--- src/sv/dnsae_pkg.sv ---
// ----------------------------------------------------------------------------
// DNS answer address extractor package
// Item types, parse phase codes and reset values shared by the extractor.
// ----------------------------------------------------------------------------
package dnsae_pkg;

	// Parse phase codes
	localparam logic [2:0] PH_QNAME = 3'd0;
	localparam logic [2:0] PH_QTAIL = 3'd1;
	localparam logic [2:0] PH_HDR   = 3'd2;
	localparam logic [2:0] PH_ADDR  = 3'd3;
	localparam logic [2:0] PH_DATA  = 3'd4;

	// Result kinds
	localparam logic KIND_ADDR    = 1'b0;
	localparam logic KIND_SUMMARY = 1'b1;

	// Fixed message layout
	localparam logic [15:0] QTAIL_LEN  = 16'd4;
	localparam logic [15:0] RR_HDR_LEN = 16'd12;
	localparam logic [15:0] IPV4_LEN   = 16'd4;
	localparam logic [15:0] RR_TYPE_A  = 16'd1;

	localparam logic [6:0] ADDR_LIMIT_RESET = 7'd100;

	typedef struct packed {
		logic [7:0]  data_byte;
		logic        first_byte;
		logic        last_byte;
		logic [15:0] answer_count;
	} in_item_t;

	typedef struct packed {
		logic        result_kind;
		logic [31:0] address;
		logic [6:0]  address_index;
		logic        found_any;
		logic        last_of_run;
	} out_item_t;

	// Results produced by one parse step
	typedef struct packed {
		logic [1:0] count;
		out_item_t  first;
		out_item_t  second;
	} core_out_t;

	typedef struct packed {
		logic [2:0]  parse_phase;
		logic [15:0] phase_byte_count;
		logic [15:0] record_kind;
		logic [15:0] record_data_length;
		logic [31:0] address_gather;
		logic [15:0] records_seen;
		logic [15:0] expected_records;
		logic [6:0]  addresses_found;
		logic        parse_stopped;
	} parse_state_t;

	localparam parse_state_t PARSE_CLEAR = '{
		parse_phase:        PH_QNAME,
		phase_byte_count:   16'd0,
		record_kind:        16'd0,
		record_data_length: 16'd0,
		address_gather:     32'd0,
		records_seen:       16'd0,
		expected_records:   16'd0,
		addresses_found:    7'd0,
		parse_stopped:      1'b0
	};

endpackage

--- src/sv/dnsae_core.sv ---
// ----------------------------------------------------------------------------
// DNS answer address extractor parse core
// Holds the parse state and advances it by one message byte per step.
// ----------------------------------------------------------------------------
module dnsae_core (
	input  logic                 clk,
	input  logic                 arst_n,
	input  logic                 step,
	input  dnsae_pkg::in_item_t  item,
	input  logic [6:0]           limit,
	output dnsae_pkg::core_out_t rsp
);
	import dnsae_pkg::*;

	parse_state_t cur_q;
	parse_state_t nxt;
	logic         addr_hit;
	out_item_t    addr_res;
	out_item_t    sum_res;

	// Close a record: stop after the last expected one, else await a header.
	function automatic parse_state_t end_record(parse_state_t s);
		parse_state_t r;
		r = s;
		r.phase_byte_count = 16'd0;
		if (r.records_seen >= r.expected_records) begin
			r.parse_stopped = 1'b1;
		end else begin
			r.parse_phase = PH_HDR;
		end
		return r;
	endfunction

	always_comb begin
		nxt      = cur_q;
		addr_hit = 1'b0;
		addr_res = '0;
		if (item.first_byte) begin
			nxt                  = PARSE_CLEAR;
			nxt.expected_records = item.answer_count;
		end
		if (!nxt.parse_stopped) begin
			unique case (nxt.parse_phase)
				PH_QNAME: begin
					if (item.data_byte == 8'd0) begin
						nxt.parse_phase      = PH_QTAIL;
						nxt.phase_byte_count = 16'd0;
					end
				end
				PH_QTAIL: begin
					nxt.phase_byte_count = nxt.phase_byte_count + 16'd1;
					if (nxt.phase_byte_count >= QTAIL_LEN) begin
						nxt = end_record(nxt);
					end
				end
				PH_HDR: begin
					if (nxt.phase_byte_count == 16'd2) begin
						nxt.record_kind = {item.data_byte, 8'd0};
					end
					if (nxt.phase_byte_count == 16'd3) begin
						nxt.record_kind[7:0] = item.data_byte;
					end
					if (nxt.phase_byte_count == 16'd10) begin
						nxt.record_data_length = {item.data_byte, 8'd0};
					end
					if (nxt.phase_byte_count == 16'd11) begin
						nxt.record_data_length[7:0] = item.data_byte;
					end
					nxt.phase_byte_count = nxt.phase_byte_count + 16'd1;
					if (nxt.phase_byte_count >= RR_HDR_LEN) begin
						nxt.phase_byte_count = 16'd0;
						nxt.records_seen     = nxt.records_seen + 16'd1;
						if (nxt.record_kind == RR_TYPE_A) begin
							nxt.parse_phase    = PH_ADDR;
							nxt.address_gather = 32'd0;
						end else if (nxt.record_data_length == 16'd0) begin
							nxt = end_record(nxt);
						end else begin
							nxt.parse_phase      = PH_DATA;
							nxt.phase_byte_count = nxt.record_data_length;
						end
					end
				end
				PH_ADDR: begin
					nxt.address_gather   = {nxt.address_gather[23:0], item.data_byte};
					nxt.phase_byte_count = nxt.phase_byte_count + 16'd1;
					if (nxt.phase_byte_count >= IPV4_LEN) begin
						nxt.addresses_found       = nxt.addresses_found + 7'd1;
						addr_hit                  = 1'b1;
						addr_res.result_kind      = KIND_ADDR;
						addr_res.address          = nxt.address_gather;
						addr_res.address_index    = nxt.addresses_found;
						addr_res.found_any        = (nxt.addresses_found != 7'd0);
						nxt.phase_byte_count      = 16'd0;
						if (nxt.addresses_found >= limit) begin
							nxt.parse_stopped = 1'b1;
						end else if (nxt.record_data_length > IPV4_LEN) begin
							nxt.parse_phase      = PH_DATA;
							nxt.phase_byte_count = nxt.record_data_length - IPV4_LEN;
						end else begin
							nxt = end_record(nxt);
						end
					end
				end
				PH_DATA: begin
					if (nxt.phase_byte_count != 16'd0) begin
						nxt.phase_byte_count = nxt.phase_byte_count - 16'd1;
					end
					if (nxt.phase_byte_count == 16'd0) begin
						nxt = end_record(nxt);
					end
				end
				default: begin
					nxt.parse_stopped = 1'b1;
				end
			endcase
		end
		if (item.last_byte) begin
			nxt.parse_stopped = 1'b1;
		end
	end

	// Summary carries the counts after this byte
	always_comb begin
		sum_res               = '0;
		sum_res.result_kind   = KIND_SUMMARY;
		sum_res.address_index = nxt.addresses_found;
		sum_res.found_any     = (nxt.addresses_found != 7'd0);
		sum_res.last_of_run   = 1'b1;
	end

	// Order the results: address first, summary after it
	always_comb begin
		rsp = '0;
		priority if (addr_hit && item.last_byte) begin
			rsp.count  = 2'd2;
			rsp.first  = addr_res;
			rsp.second = sum_res;
		end else if (addr_hit) begin
			rsp.count             = 2'd1;
			rsp.first             = addr_res;
			rsp.first.last_of_run = 1'b1;
		end else if (item.last_byte) begin
			rsp.count = 2'd1;
			rsp.first = sum_res;
		end else begin
			rsp.count = 2'd0;
		end
	end

	always_ff @(posedge clk or negedge arst_n) begin
		if (!arst_n) begin
			cur_q <= PARSE_CLEAR;
		end else if (step) begin
			cur_q <= nxt;
		end
	end

endmodule

--- src/sv/dns_answer_address_extractor_unit.sv ---
// ----------------------------------------------------------------------------
// DNS answer address extractor
// Walks the answer section of a DNS message and reports IPv4 addresses.
// ----------------------------------------------------------------------------
// Feed the bytes that follow the 12-byte DNS header, one item per byte, with
// first_byte on the opening byte (answer_count is sampled there) and
// last_byte on the closing one. The block skips the question name and its
// type and class, then walks answer records assuming a 2-byte compressed
// name; each type 1 record yields one address item carrying the address in
// network order and its 1-based number. The last byte also yields a summary
// item with the total found. Records cut short by the end of the message
// yield nothing, and parsing stops after answer_count records or once
// address_limit addresses have been reported. Throughput is one byte per
// clock while results are not stalled; a byte that completes an address
// and also ends the message makes two result items, and since the result
// register delivers one item per cycle, such a byte holds the input until
// the second item is taken. A byte accepted sits in the input register
// until the core steps on it, which loads its first result item into the
// result register, whose head drives the result port. A stalled result
// item holds the core: the input register takes at most one more byte,
// then the input stalls until the head result item is taken and no second
// one waits behind it. address_limit resets to 100 and may be written only
// while no message is in flight; cfg_ready is always high.
// ----------------------------------------------------------------------------
module dns_answer_address_extractor_unit (
	input  logic                 clk,
	input  logic                 arst_n,
	// byte items
	input  logic                 item_valid,
	output logic                 item_stall,
	input  dnsae_pkg::in_item_t  item,
	// result items
	output logic                 result_valid,
	input  logic                 result_stall,
	output dnsae_pkg::out_item_t result,
	// address_limit register
	input  logic                 cfg_valid,
	output logic                 cfg_ready,
	input  logic [6:0]           cfg_data
);
	import dnsae_pkg::*;

	logic [6:0] limit_q;

	in_item_t   item_s1;
	logic       valid_s1;

	out_item_t  res0_q;
	out_item_t  res1_q;
	logic [1:0] res_cnt_q;

	logic       pop;
	logic       core_step;
	logic       accept;
	core_out_t  core_rsp;

	// Configuration: single register, always ready
	assign cfg_ready = 1'b1;

	always_ff @(posedge clk or negedge arst_n) begin
		if (!arst_n) begin
			limit_q <= ADDR_LIMIT_RESET;
		end else if (cfg_valid && cfg_ready) begin
			limit_q <= cfg_data;
		end
	end

	// Handshakes
	assign pop          = result_valid && !result_stall;
	assign result_valid = (res_cnt_q != 2'd0);
	assign result       = res0_q;

	// Step the core only when its results land in an empty result register
	assign core_step  = valid_s1 && ((res_cnt_q == 2'd0) || ((res_cnt_q == 2'd1) && pop));
	assign item_stall = valid_s1 && !core_step;
	assign accept     = item_valid && !item_stall;

	// Input register: hold the byte until the core steps on it
	always_ff @(posedge clk or negedge arst_n) begin
		if (!arst_n) begin
			valid_s1 <= 1'b0;
		end else if (accept) begin
			valid_s1 <= 1'b1;
		end else if (core_step) begin
			valid_s1 <= 1'b0;
		end
	end

	always_ff @(posedge clk) begin
		if (accept) begin
			item_s1 <= item;
		end
	end

	dnsae_core u_core (
		.clk    (clk),
		.arst_n (arst_n),
		.step   (core_step),
		.item   (item_s1),
		.limit  (limit_q),
		.rsp    (core_rsp)
	);

	// Result register: up to two items, head drives the port
	always_ff @(posedge clk or negedge arst_n) begin
		if (!arst_n) begin
			res_cnt_q <= 2'd0;
		end else if (core_step) begin
			res_cnt_q <= core_rsp.count;
		end else if (pop) begin
			res_cnt_q <= res_cnt_q - 2'd1;
		end
	end

	always_ff @(posedge clk) begin
		if (core_step) begin
			res0_q <= core_rsp.first;
			res1_q <= core_rsp.second;
		end else if (pop) begin
			// advance the second item to the head
			res0_q <= res1_q;
		end
	end

`ifndef SYNTHESIS
	a_cnt_range: assert property (@(posedge clk) disable iff (!arst_n)
		res_cnt_q != 2'd3)
		else $error("result count out of range");

	a_pair_order: assert property (@(posedge clk) disable iff (!arst_n)
		res_cnt_q == 2'd2 |-> res0_q.result_kind == KIND_ADDR && !res0_q.last_of_run
			&& res1_q.result_kind == KIND_SUMMARY && res1_q.last_of_run)
		else $error("address and summary pair out of order");

	a_hold_item: assert property (@(posedge clk) disable iff (!arst_n)
		valid_s1 && !core_step |=> valid_s1 && $stable(item_s1))
		else $error("waiting item lost");

	a_empty_step: assert property (@(posedge clk) disable iff (!arst_n)
		core_step && core_rsp.count == 2'd0 |=> !result_valid)
		else $error("result shown for a byte that made none");

	a_addr_found: assert property (@(posedge clk) disable iff (!arst_n)
		result_valid && result.result_kind == KIND_ADDR |-> result.found_any
			&& result.address_index != 7'd0)
		else $error("address item without a count");
`endif

endmodule
--- config.mk ---
export PLATFORM = sky130hd
export DESIGN_NAME = dns_answer_address_extractor_unit
export DESIGN_NICKNAME = d
export VERILOG_FILES = /design/src/sv/dnsae_pkg.sv /design/src/sv/dnsae_core.sv /design/src/sv/dns_answer_address_extractor_unit.sv
export SDC_FILE = /design/constraint.sdc
export NUM_CORES = 1
export LEC_CHECK = 0
export BUFFER_PORTS_ARGS = -buffer_cell sky130_fd_sc_hd__buf_2
export CAP_MARGIN = 25
export CORE_MARGIN = 2
export CORE_UTILIZATION = 40
export DETAILED_ROUTE_END_ITERATION = 16
export HOLD_SLACK_MARGIN = 0.12
export PLACE_DENSITY = 0.61
export SLEW_MARGIN = 25
export SYNTH_ARGS = -nofsm -noshare
export SYNTH_HDL_FRONTEND = slang
export SYNTH_SLANG_ARGS = --single-unit
--- constraint.sdc ---
create_clock -name clk -period 4.8 [get_ports clk]
set_input_delay 0.48 -clock clk [delete_from_list [all_inputs] [get_ports clk]]
set_output_delay 0.48 -clock clk [all_outputs]
set_load 0.005 [all_outputs]
==> flow_summary.toml, run 1 <==
[job]
cap_violations = 0

[detailed_routing]
ant_nets = 0
first_pass_iters = 7
drcViolationCount = 0
met3_length_um = 1950
num_vias = 10100
wl_met2_um = 14800
wl_per_cell_um = 18.9
drt-total-wl_um = 32800
drt_iter0_drc = 867
m1WireLength_um = 15100
topRoutingLayerUsed = "met4"
vias_per_cell = 5.83

[global_routing]
grt_pass1_vias = 9767
grt_first_pass_wirelength_um = 53800
antenna_found_initial = 0
overflow = 0
grt_max_degree = 63
grtUsageTotal = 0.209

[sta]
min_period_over_period = 0.886
tightestPinTransition_ps = 928
skew_ps = 39.0
tns_ps = 0
fmax_mhz = 235
fin_crit_ps = 4250
worst_slack_ps = 549
max_slew_margin = 0.377
rsz0062_at_grt = "no"
slew_viol_final = 0
hold_viol = 0
finalSetupViolations = 0

[worst_setup_path]
cpPeakStageDelay_ps = 530
end_kind = "register"
r2r_slack_ps = 550
start_kind = "register"
critPathKind = "register to register"
path_cells = "nor2b_1 -> ha_1 -> nand4b_1 -> nor4_1 -> mux2i_1 -> o2111ai_4 -> o21ai_4 -> inv_2 -> ha_1 -> inv_1 -> nand4_1 -> a21boi_0 -> o21ai_0"
cp_max_fo = 11
cpMostUsedCell = "ha_1"
rr_worst_depth = 13
startpoint = "item_s1[17]"
r2r_end = "result[4]"
crit_slowest_cell = "edfxtp_1"
r2r-start = "item_s1[17]"
cp.arrival_ps = 4630
cp-endpoint = "result[4]"
required_ps = 5180

[power_and_ir_drop]
ir_drop_mv = 0.327
p_int_w = 0.00427
p_leak_nw = 5.71
swShare = 0.404
p_sw_w = 0.00289
p_per_area_mw_per_mm2 = 520
total_power_w = 0.00716
p_comb_frac = 0.372
seq_power_share = 0.402
p_clk_frac = 0.226

[cts]
clock_path_buffers = 3
post_cts_resize_count = 0
cts_tree = "built"
clk_latency_ps = 530
clk_pin_slew_worst_paths_ps = 60
clock-sinks = 202
clock-root-buffer = "clkbuf_16"
htreeDepth = 1
cts_buffers = 23

[die]
num_rows = 64
io_pins = 83
start_util = 0.403
die-area_sq_mm = 0.0320
core-area_sq_mm = 0.0303
dieHeight_um = 179
die_w_um = 179

[cells_and_area]
final_cells = 1734
drive_gt1_frac = 0.138
diodes = 0
area_growth_pct = 12.4
final_nets = 1412
finalInstanceArea_sq_mm = 0.0138

[synthesis]
seq_area_frac_synth = 0.445
syn_nets = 1357
synth_top_area_share = 0.249
synth_warnings = 0
async_flop_share = 0.619
synth_ff_type = "dfrtp_1"
ys_seq_elements = 202
yosys-top-cells-count = "132 x nand2_1, 122 x dfrtp_1, 95 x o21ai_0"
syn_avg_cell_area_sq_um = 9.66
synth_cells = 1267
yosysUniqueCellTypes = 93
synth_top_area_cell = "dfrtp_1"
synth-edff-count = 77
synthMostInstantiatedCell = "nand2_1"
syn_area_sq_mm = 0.0122
synth_area_leaders = "dfrtp_1 25%, edfxtp_1 19%, ha_1 5.3%"

[place]
dp_hpwl_um = 22700
placed_cell_area_sq_mm = 0.0129
gp_congestion = 0.910
dp_slack_ps = 646
port_buffers = 81
dp_cells = 1676

[worst_hold_path]
hold_depth = 1
hold_path.class = "input pin to register"

[run_status]
outcome = "finished clean"
-- worst min-delay path by stage --
stage | start | to | slack [ps]
5_1_grt | item[1] | item_s1[1] | 140
3_5_place_dp | u_core.cur_q[19] | u_core.cur_q[19] | 470
6_report | item[1] | item_s1[1] | 140
4_1_cts | item[1] | item_s1[1] | 120
2_1_floorplan | arst_n | limit_q[0] | 180
3_3_place_gp | u_core.cur_q[20] | u_core.cur_q[20] | 460
-- registers in the layout, indices dropped and copies added (netlist names) --
name          flops
valid_s1          1
res1_q            9
res_cnt_q         2
result           42
limit_q           7
u_core.cur_q    115
item_s1          26
-- cell type report --
cell class / instances / area, sq um
timing repair buffer: 117 / 737
inverter: 30 / 113
clock inverter: 9 / 46.3
clock buffer: 32 / 629
fill: 2857 / 16600
tap: 396 / 495
multi-input combinational: 948 / 6290
sequential: 202 / 5440
-- placed cells by master (no fill, tap or decap), drive strengths merged, types with 31 or more instances in the layout --
| cell | n |
|---|---|
| ha | 52 |
| nand2 | 133 |
| a22oi | 34 |
| buf | 100 |
| a22o | 44 |
| nor2 | 80 |
| clkbuf | 32 |
| edfxtp | 77 |
| o21ai | 117 |
| dfrtp | 122 |
| inv | 31 |
| a21oi | 66 |
| and2 | 37 |
-- worst max-delay path: cells and delay by family (launching register included) --
family	cells	cell delay [ps]
and+or+nand+nor	4	1370
DFF	1	530
AOI/OAI and AO/OA	4	910
muxes	1	390
buffers and inverters	2	430
adders and majority gates	2	460
-- per-stage QoR --
stage / utilization / hold WS, ps
2_1_floorplan: - / 184
3_3_place_gp: 0.425 / 461
3_5_place_dp: 0.425 / 470
4_1_cts: 0.453 / 122
5_1_grt: 0.453 / 140
6_report: 0.453 / 142
-- logic make-up (layout without fill, tap and decap cells) --
logic type      count (synthesis)  count (layout)  share of synthesized area
mux                            27              27                     0.0227
buf+inv                       117             188                     0.0435
xor+xnor                       34              34                     0.0243
compound gates                402             402                      0.225
fa+ha+maj                      52              52                     0.0531
other cells                     1               1                   0.000306
flops                         202             202                      0.445
simple gates                  432             432                      0.186
-- what timing repair did --
| action | in CTS | in global routing |
|---|---|---|
| hold endpoints to repair | 71 | 0 |
| setup buffers | 0 | 0 |
| endpoints found under the setup margin | 0 | 0 |
| hold buffers | 17 | 0 |
-- metal layers --
layer / global-route usage / vias up
met2: 0.329 / 315
li1: - / 4839
met5: 0 / -
met4: 0.0654 / 0
met3: 0.0297 / 61
met1: 0.298 / 4895
-- power groups by stage --
stage | logic [W] | clock network (W) | registers (W)
floorplan | 0.00207 | 0 | 0.00261
global placement | 0.00260 | 0 | 0.00289
detailed placement | 0.00263 | 0 | 0.00289
CTS | 0.00265 | 0.00166 | 0.00287
global route | 0.00300 | 0.00173 | 0.00294
finish | 0.00266 | 0.00162 | 0.00288
(Power assumes the default switching activity.)
==> run 2, diff against run 1 <==
--- a/config.mk
+++ b/config.mk
@@ -7,6 +7,7 @@
 export LEC_CHECK = 0
 export BUFFER_PORTS_ARGS = -buffer_cell sky130_fd_sc_hd__buf_2
 export CAP_MARGIN = 25
+export CORE_ASPECT_RATIO = 0.6
 export CORE_MARGIN = 2
 export CORE_UTILIZATION = 40
 export DETAILED_ROUTE_END_ITERATION = 16
==> flow_summary.toml, run 2 (synthesized netlist as in run 1, its figures left out) <==
[run_status]
outcome = "finished clean"

[global_routing]
grt_max_degree = 88
grtUsageTotal = 0.223
grt_pass1_vias = 9676
overflow = 0
antenna_found_initial = 0
grt_first_pass_wirelength_um = 56900

[die]
die_w_um = 230
die-area_sq_mm = 0.0321
start_util = 0.408
io_pins = 83
dieHeight_um = 140
core-area_sq_mm = 0.0300
num_rows = 49

[sta]
finalSetupViolations = 0
min_period_over_period = 0.876
fin_crit_ps = 4200
slew_viol_final = 0
max_slew_margin = 0.467
hold_viol = 0
rsz0062_at_grt = "no"
skew_ps = 20.4
worst_slack_ps = 596
tightestPinTransition_ps = 794
fmax_mhz = 238
tns_ps = 0

[worst_setup_path]
critPathKind = "register to register"
required_ps = 5180
end_kind = "register"
cp.arrival_ps = 4580
start_kind = "register"
cp_max_fo = 11

[power_and_ir_drop]
ir_drop_mv = 0.336
p_leak_nw = 5.79
p_per_area_mw_per_mm2 = 528

[job]
cap_violations = 0

[cts]
clk_pin_slew_worst_paths_ps = 80
cts_tree = "built"
clock-root-buffer = "clkbuf_16"
cts_buffers = 22
clk_latency_ps = 550
clock-sinks = 202
post_cts_resize_count = 0
clock_path_buffers = 3
htreeDepth = 1

[detailed_routing]
drt_iter0_drc = 1204
wl_per_cell_um = 20.3
vias_per_cell = 5.91
num_vias = 10400
drt-total-wl_um = 35800
drcViolationCount = 0
first_pass_iters = 5
ant_nets = 0

[cells_and_area]
drive_gt1_frac = 0.141
final_nets = 1427
layout_common_cells = "132 x nand2_1, 122 x dfrtp_1, 94 x o21ai_0"
final_common_cell = "nand2_1"
regMostFlops = "u_core.cur_q"
nFillCells = 2868
diodes = 0
largest_reg_flops = 115
area_growth_pct = 14.2

[place]
port_buffers = 81
gp_congestion = 0.947
dp_hpwl_um = 24500
dp_slack_ps = 632

[worst_hold_path]
hold_path.class = "input pin to register"
-- run 2: changes by cell type in the layout (fill, tap and decap cells not counted), moves of 2 or more --
cell / delta
clkbuf_1: -4
dlygate4sd3_1: +10
clkinv_2: -4
clkinvlp_4: +4
clkinv_1: +2
buf_4: +4
-- run 2: critical path, stage by stage, from the launching register on --
cell and delay [ps]:
edfxtp_1 510, nor2b_1 350, ha_1 250, nand4b_1 220
nor4_1 410, mux2i_1 410, o2111ai_4 240, o21ai_4 300
inv_2 150, ha_1 240, inv_1 70, buf_4 170
nand4_1 300, a21boi_0 230, o21ai_0 180
-- run 2: layer usage --
metal,share of wire,global-route usage,up-vias
met5,0,0,-
met4,0.015,0.0424,0
met3,0.086,0.0453,47
met2,0.39,0.295,435
met1,0.51,0.366,5057
li1,-,-,4869
-- run 2: layout make-up --
class                      count  area (sq um)  share of cell area
tap                          408           510              0.0365
clock buffer                  26           576              0.0412
timing repair buffer         133           915              0.0654
inverter                      30           113             0.00805
multi-input combinational    948          6290               0.450
sequential                   202          5440               0.389
clock inverter                14           129             0.00922
-- run 2: stage by stage --
stage	std cells	utilization	power, W	instance area, sq um	hold slack, ps
4_1_cts	1760	0.464	0.00738	13900	131
2_1_floorplan	1267	-	0.00468	12200	184
3_3_place_gp	1693	0.432	0.00560	13000	463
5_1_grt	1761	0.465	0.00787	14000	138
3_5_place_dp	1693	0.432	0.00564	13000	469
6_report	1761	0.465	0.00738	14000	143
-- run 2: path summary, 6_finish.rpt --
check | from | endpoint | slack, ps | cells past startpoint
hold / removal | cfg_data[3] | limit_q[3] | 140 | 3
min in group asynchronous | arst_n | limit_q[3] | 350 | 2
max in group asynchronous | arst_n | u_core.cur_q[43] | 3670 | 3
setup reg to reg | item_s1[17] | result[4] | 600 | 14
setup / recovery | item_s1[17] | result[4] | 600 | 14
hold reg to reg | u_core.cur_q[14] | u_core.cur_q[14] | 480 | 2
-- run 2: where the power goes --
group          switching (W)  leakage, nW  total [W]  internal, W
registers           0.000483         2.36    0.00285      0.00237
logic                0.00181         3.10    0.00284      0.00102
clock network       0.000769        0.326    0.00169     0.000922
-- run 2: repair_timing --
action	in CTS	in global routing
hold buffers	27	0
buffers inserted	0	0
endpoints found under the hold margin	109	0
==> run 3, diff against run 2 <==
--- a/config.mk
+++ b/config.mk
@@ -5,6 +5,7 @@
 export SDC_FILE = /design/constraint.sdc
 export NUM_CORES = 1
 export LEC_CHECK = 0
+export ABC_AREA = 1
 export BUFFER_PORTS_ARGS = -buffer_cell sky130_fd_sc_hd__buf_2
 export CAP_MARGIN = 25
 export CORE_ASPECT_RATIO = 0.6
==> flow_summary.toml, run 3 <==
[sta]
hold_viol = 0
min_period_over_period = 0.841
fmax_mhz = 248
max_slew_margin = 0.273
tightestPinTransition_ps = 1090
fin_crit_ps = 4040
rsz0062_at_grt = "no"
slew_viol_final = 0
finalSetupViolations = 0
skew_ps = 28.3
whs_ps = 136
tns_ps = 0

[cells_and_area]
regMostFlops = "u_core.cur_q"
layout_common_cells = "365 x nand2_1, 255 x inv_1, 209 x nor2_1"
final_common_cell = "nand2_1"
largest_reg_flops = 115
diodes = 0
area_growth_pct = 13.9
drive_gt1_frac = 0.111
post-route-util = 0.468
final_nets = 1969
final_cells = 2345
nFillCells = 3260
finalInstanceArea_sq_mm = 0.0153

[power_and_ir_drop]
p_leak_nw = 7.18
ir_drop_mv = 0.415
p_per_area_mw_per_mm2 = 614

[global_routing]
use_met3 = 0.0779
grt_pass1_vias = 11600
overflow = 0
grtUsageTotal = 0.236
grt_first_pass_wirelength_um = 65500
met1_usage = 0.386
antenna_found_initial = 0
grt_max_degree = 92
grt-busiest-layer = "met1"
grtUsageMet2 = 0.294

[worst_setup_path]
cp_max_fo = 52
rr_worst_depth = 25
path_buf_inv = 3
timing.critical_path.depth = 25
path_delay_family = "simple AND/OR/NAND/NOR gates"
crit_slowest_cell = "edfxtp_1"
startpoint = "item_s1[17]"
r2r_slack_ps = 760
r2r_end = "u_core.cur_q[120]"
end_kind = "register"
cpPeakStageDelay_ps = 410
cp.arrival_ps = 4500
cpMostUsedCell = "nand2_1"
r2r-start = "item_s1[17]"
critPathKind = "register to register"
start_kind = "register"
required_ps = 5270

[synthesis]
syn_nets = 1899
async_flop_share = 0.619
synth-edff-count = 77
synth_cells = 1809
synth_warnings = 0
synth_top_area_cell = "dfrtp_1"
synth_area_leaders = "dfrtp_1 23%, edfxtp_1 17%, nand2_1 10%"
synthMostInstantiatedCell = "nand2_1"
synth_ff_type = "dfrtp_1"
syn_area_sq_mm = 0.0135
seq_area_frac_synth = 0.404
syn_avg_cell_area_sq_um = 7.44
yosysUniqueCellTypes = 59
synth_top_area_share = 0.227
ys_seq_elements = 202
yosys-top-cells-count = "366 x nand2_1, 256 x inv_1, 211 x nor2_1"

[die]
num_rows = 51
core-area_sq_mm = 0.0328
die-area_sq_mm = 0.0352
io_pins = 83
dieHeight_um = 146
start_util = 0.411
die_w_um = 241

[place]
dp_hpwl_um = 29800
dp_cells = 2285
placed_cell_area_sq_mm = 0.0143
gp_congestion = 0.979
port_buffers = 81

[worst_hold_path]
holdCritStartpoint = "item[25]"
hold_path.class = "input pin to register"
holdPathEnd = "item_s1[25]"
hold_depth = 1

[detailed_routing]
first_pass_iters = 6
num_vias = 12700
vias_per_cell = 5.40
drt_iter0_drc = 1356
wl_per_cell_um = 17.8
drt-total-wl_um = 41600
ant_nets = 0
drcViolationCount = 0

[cts]
clock-sinks = 202
clk_pin_slew_worst_paths_ps = 70
clock-root-buffer = "clkbuf_16"
cts_buffers = 22
clk_latency_ps = 540
clock_path_buffers = 3
ctsHoldBuffers = 17
post_cts_resize_count = 0
cts_tree = "built"
cts_setup_buffers = 0
htreeDepth = 1

[job]
cap_violations = 0

[run_status]
outcome = "finished clean"
run 3: changes by cell type after synthesis, moves of 36 or more:
| cell | change |
|---|---|
| a21oi_1 | +41 |
| nor2_1 | +134 |
| a22o_1 | -40 |
| and2_1 | -36 |
| inv_1 | +227 |
| nand3_1 | +81 |
| o21ai_0 | +45 |
| nand2_1 | +234 |
run 3: area by class of cell:
class | instances | area (sq um) | area share
Clock buffer | 24 | 578 | 0.0377
Inverter | 269 | 1020 | 0.0662
Timing Repair Buffer | 125 | 820 | 0.0534
Multi-Input combinational cell | 1259 | 6650 | 0.434
Clock inverter | 16 | 267 | 0.0174
Tap cell | 450 | 563 | 0.0367
Sequential cell | 202 | 5440 | 0.355
run 3: worst max path at each step:
stage | slack, ps | endpoint
after floorplan | 650 | u_core.cur_q[120]
after global placement | 950 | u_core.cur_q[120]
after detailed placement | 840 | u_core.cur_q[120]
after CTS | 840 | u_core.cur_q[120]
after global routing | 330 | u_core.cur_q[120]
final | 760 | u_core.cur_q[120]
run 3: cells by family after synthesis:
group                      Yosys count  share of synthesized area
buffers and inverters              348                      0.103
DFF                                202                      0.404
and+or+nand+nor                    803                      0.259
other                                1                   0.000278
adders and majority gates           52                     0.0483
xor gates and xnor gates            25                     0.0163
muxes                               16                     0.0120
AOI/OAI and AO/OA                  362                      0.157
run 3: metal layers:
layer | wire length [um] | part of all wire | vias to the layer above
met5 | 0 | 0 | -
met4 | 561 | 0.013 | 0
met3 | 4960 | 0.12 | 51
met2 | 15200 | 0.36 | 577
met1 | 20900 | 0.50 | 5890
li1 | - | - | 6144
run 3: report_power, final:
part           switching, W  internal [W]  leakage, nW
registers          0.000303       0.00255         2.35
logic               0.00317       0.00138         4.42
clock network      0.000770       0.00125        0.406
total               0.00424       0.00518         7.18
run 3: per-stage QoR:
step / setup WS (ps) / power (W)
after floorplan: 654 / 0.00591
after global placement: 954 / 0.00722
after detailed placement: 838 / 0.00730
after CTS: 837 / 0.00936
after global routing: 332 / 0.0101
final: 763 / 0.00942
